[src/rtl/core/phrs_pkg.sv]
// package for the per-hop round-trip statistics table
// request, result and table entry types, field widths and codes
// no dependencies
package phrs_pkg;

  localparam int unsigned HopCountDefault = 32;
  localparam int unsigned DivSteps        = 24;
  localparam logic [20:0] SmoothMax       = 21'h1FFFFF;
  localparam logic [47:0] VarMax          = 48'hFFFFFFFFFFFF;
  localparam logic [15:0] CountMax        = 16'hFFFF;

  localparam logic       ModeClear    = 1'b1;
  localparam logic [1:0] ClassCounted = 2'd1;

  typedef struct packed {
    logic        mode;
    logic [4:0]  hop;
    logic [1:0]  reply_class;
    logic [15:0] round_trip;
    logic [31:0] reply_address;
  } req_t;

  typedef struct packed {
    logic [15:0] sent_count;
    logic [15:0] reply_count;
    logic [15:0] best_time;
    logic [15:0] worst_time;
    logic [15:0] last_time;
    logic [15:0] jitter_now;
    logic [15:0] jitter_peak;
    logic [23:0] mean_q8;
    logic [47:0] variance_sum_q16;
    logic [23:0] jitter_mean_q8;
    logic [20:0] jitter_smooth;
    logic [5:0]  path_length;
  } rsp_t;

  typedef struct packed {
    logic [15:0] sent;
    logic [15:0] replies;
    logic [15:0] best;
    logic [15:0] worst;
    logic [15:0] last;
    logic [15:0] jit;
    logic [15:0] jpeak;
    logic [23:0] mean;
    logic [47:0] var_sum;
    logic [23:0] jmean;
    logic [20:0] smooth;
  } entry_t;

endpackage

[src/rtl/core/phrs_div.sv]
// signed by unsigned restoring divider, one quotient bit per cycle
// quotient truncated toward zero; depends on phrs_pkg
module phrs_div import phrs_pkg::*; (
  input  logic               clk_i,
  input  logic               rst_ni,
  input  logic               start_i,
  input  logic signed [24:0] dividend_i,
  input  logic [15:0]        divisor_i,
  output logic               done_o,
  output logic signed [24:0] quotient_o
);

  logic        busy_q;
  logic        done_q;
  logic [4:0]  cnt_q;
  logic [23:0] mag_q;
  logic [16:0] rem_q;
  logic [15:0] dvs_q;
  logic        neg_q;
  logic [24:0] abs_in;
  logic [16:0] rem_sh;
  logic        qbit;

  // magnitude of the dividend and one trial subtraction
  assign abs_in = dividend_i[24] ? (25'd0 - dividend_i) : dividend_i;
  assign rem_sh = {rem_q[15:0], mag_q[23]};
  assign qbit   = (rem_sh >= {1'b0, dvs_q});

  // iteration control and datapath
  always_ff @(posedge clk_i or negedge rst_ni) begin
    if (!rst_ni) begin
      busy_q <= 1'b0;
      done_q <= 1'b0;
      cnt_q  <= '0;
    end else begin
      done_q <= 1'b0;
      if (start_i) begin
        busy_q <= 1'b1;
        cnt_q  <= '0;
      end else if (busy_q) begin
        if (cnt_q == 5'(DivSteps - 1)) begin
          busy_q <= 1'b0;
          done_q <= 1'b1;
        end
        cnt_q <= cnt_q + 5'd1;
      end
    end
  end

  always_ff @(posedge clk_i) begin
    if (start_i) begin
      mag_q <= abs_in[23:0];
      rem_q <= '0;
      dvs_q <= divisor_i;
      neg_q <= dividend_i[24];
    end else if (busy_q) begin
      rem_q <= qbit ? (rem_sh - {1'b0, dvs_q}) : rem_sh;
      mag_q <= {mag_q[22:0], qbit};
    end
  end

  assign done_o     = done_q;
  assign quotient_o = neg_q ? (25'sd0 - $signed({1'b0, mag_q})) : $signed({1'b0, mag_q});

endmodule

[config.mk]
export PLATFORM = sky130hd
export DESIGN_NAME = phrs_div
export DESIGN_NICKNAME = d
export VERILOG_FILES = /design/src/rtl/core/phrs_pkg.sv /design/src/rtl/core/phrs_div.sv
export SDC_FILE = /design/constraint.sdc
export NUM_CORES = 1
export LEC_CHECK = 0
export BUFFER_PORTS_ARGS = -buffer_cell sky130_fd_sc_hd__buf_2
export CORE_ASPECT_RATIO = 1.4
export CORE_MARGIN = 4
export CORE_UTILIZATION = 40
export CTS_CLUSTER_SIZE = 14
export DETAILED_ROUTE_END_ITERATION = 8
export PLACE_DENSITY = 0.71
export SYNTH_ARGS = -nofsm -noshare
export SYNTH_HDL_FRONTEND = slang
export SYNTH_SLANG_ARGS = --single-unit
[constraint.sdc]
create_clock -name clk_i -period 3 [get_ports clk_i]
set_input_delay 0.3 -clock clk_i [delete_from_list [all_inputs] [get_ports clk_i]]
set_output_delay 0.3 -clock clk_i [all_outputs]
set_load 0.05 [all_outputs]
==> flow_summary.ini <==
[sta]
maxSlewHeadroom_pct = 53.86
setup_violations = 0
rsz0062_at_grt = true
hold_viol = 0
min_period_ps = 2974
fmax_mhz = 336.3
worstMarginPinSlew_ps = 689.6
fin_skew_ps = 5.708
slew_violations = 0
finalCritPeriodShare_pct = 99.12

[critical_path]
worstPathRequired_ps = 2700
r2r_setup_slack_ps = 340
cp-end-kind = output port
cp-start-kind = flop
criticalPathCategory = reg2out
critPathMaxFanout = 3
cp.arrival_ps = 2670

[synth]
ys_seq_area_share_pct = 38.80
synthCells = 487
syn-cell-area_mm2 = 0.004451
synth_edf_count = 41
yosysMostFrequentCell = nor2_1
synth.distinct_cells = 59
netlist.area_leader.share_pct = 27.66
syn_area_per_cell_um2 = 9.139
ys_ff_latch = 64
synth_top_flop_cell = edfxtp_1
synthArstFlopShare_pct = 10.94
syn_nets = 551
ys_warn_count = 0
synth_largest_area_cell = edfxtp_1
synth.area.top_cells = edfxtp_1, dfxtp_1, xor2_1, ha_1, xnor2_1
netlist_top_cells_count = nor2_1, nand2_1, edfxtp_1

[floorplanning]
die_h_um = 132.8
core-area_mm2 = 0.01087
io_pins = 70
die_area_mm2 = 0.01290
rows = 45
start_util_pct = 40.96
die_w_um = 97.15

[cts]
cts_tree = built
clkLatencyLatePin_ps = 330
cts_buffers = 9
clock_path_buffers = 2
cts_max_level = 3
cts.clk_slew.worst_paths_ps = 50
cts.root.buffer_cell = clkbuf_16
cts.sinks = 64

[placement]
dp_hpwl_um = 8391
place.gp.congestion = 0.8443
port-buffer-count = 69

[pwr]
ir_drop_v = 0.0003508
finalPower_mw = 3.126
powerDensity_mw_per_mm2 = 583.0
p_leak_nw = 2.275

[global_route]
grt_use_total_pct = 17.48
grt_pass1_wl_um = 18740
antenna_found_initial = 0
grt_overflow_total = 0
grt_pass1_vias = 4145
grt_max_degree = 58

[routing]
routed_via_density = 5.449
wl_per_cell_um = 15.58
ant_nets = 0
firstDrtPassIters = 5
post-route-drc-count = 0
dr_total_vias = 3869
drtIter0Drc = 203
wl_um = 11060

[final_layout]
drive_gt1_share_pct = 21.97
area_growth_pct = 20.49
final_core_util_pct = 49.35
num_antenna_cells = 0
nets = 628

[status]
status = finished, final reports clean

[run]
drv_cap = 0

[min_path]
min_path_type = in2reg
==> timing repair <==
item	in CTS	in global routing
setup buffers	2	1
pin swaps	1	2
hold buffers	1	0
endpoints found under the setup margin	9	8
gates resized for setup	4	4
endpoints found under the hold margin	7	0
==> state kept, by name, indices dropped and copies added (netlist names) <==
name / cells
rem_q: 16
neg_q: 1
cnt_q: 5
busy_q: 1
dvs_q: 16
done_o: 1
mag_q: 24
==> final cells by class <==
| class | instances | area [um^2] |
|---|---|---|
| tap | 141 | 176.4 |
| multi-input combinational | 376 | 2561 |
| inverter | 28 | 105.1 |
| fill | 1036 | 5504 |
| clock inverter | 5 | 37.54 |
| sequential | 64 | 1727 |
| timing repair buffer | 85 | 491.7 |
| clock buffer | 11 | 264.0 |
==> worst max-delay path, stage by stage (launching register included) <==
cell	delay, ps
edfxtp_1	390
or4_4	550
or3_4	340
or4_4	480
o31ai_4	240
xnor2_1	140
buf_4	220
==> cells in the final DEF, fill, tap and decap left out, drive strengths merged, types with 5 or more instances in the layout <==
cell    instances
buf            84
nor2           56
nand2          44
edfxtp         41
a21oi          32
xor2           30
inv            29
xnor2          27
o21ai          25
ha             19
dfxtp          16
clkbuf         11
nor4           10
nor3           10
mux2           10
o211ai          8
o31ai           8
or4             8
nand2b          7
a21o            7
dfrtp           7
o41ai           6
nand4           5
o311a           5
or3             5
==> kinds of logic (layout without fill, tap and decap cells) <==
kind of cell | after synthesis | after routing | share of synthesized area, %
AO/OA/AOI/OAI | 127 | 127 | 20.13
buffers and inverters | 47 | 129 | 4.104
adder cells (fa/ha/maj) | 20 | 20 | 5.791
AND/OR/NAND/NOR | 160 | 160 | 16.98
XOR/XNOR | 57 | 57 | 11.22
flip-flops | 64 | 64 | 38.80
multiplexers | 12 | 12 | 2.980
==> metrics by stage <==
| step | setup slack, ps | instances | setup TNS [ps] | hold WS (ps) | instance area [um^2] |
|---|---|---|---|---|---|
| 6_report | 26.25 | 710 | 0 | 149.7 | 5363 |
| 5_1_grt | -61.26 | 710 | -126.3 | 131.5 | 5363 |
| 4_1_cts | 1.987 | 709 | 0 | 132.6 | 5343 |
| 3_5_place_dp | 169.6 | 690 | 0 | 143.2 | 5005 |
| 3_3_place_gp | 228.8 | 690 | 0 | 135.9 | 5005 |
| 2_1_floorplan | 64.26 | 487 | 0 | 4.409 | 4458 |
==> final timing paths <==
kind	start	to	cells after the start
max in group asynchronous	rst_ni	cnt_q[4]	2
setup / recovery	mag_q[12]	quotient_o[18]	6
min in group asynchronous	rst_ni	cnt_q[0]	2
setup reg to reg	dvs_q[14]	rem_q[7]	8
hold reg to reg	rem_q[13]	rem_q[13]	2
hold / removal	divisor_i[9]	dvs_q[9]	1
==> report_power, final <==
group          internal (mW)  switching, mW  total [mW]
Sequential              1.04         0.0859        1.13
Clock                  0.634          0.383        1.02
Combinational          0.344          0.638       0.982
Total                   2.02           1.11        3.13
==> layer usage <==
metal	wire length, um	GRT usage, %
met1	4356	18.28
met2	6040	33.26
met3	407	3.956
met4	258	7.104
met5	0	0
(Power assumes the default switching activity.)
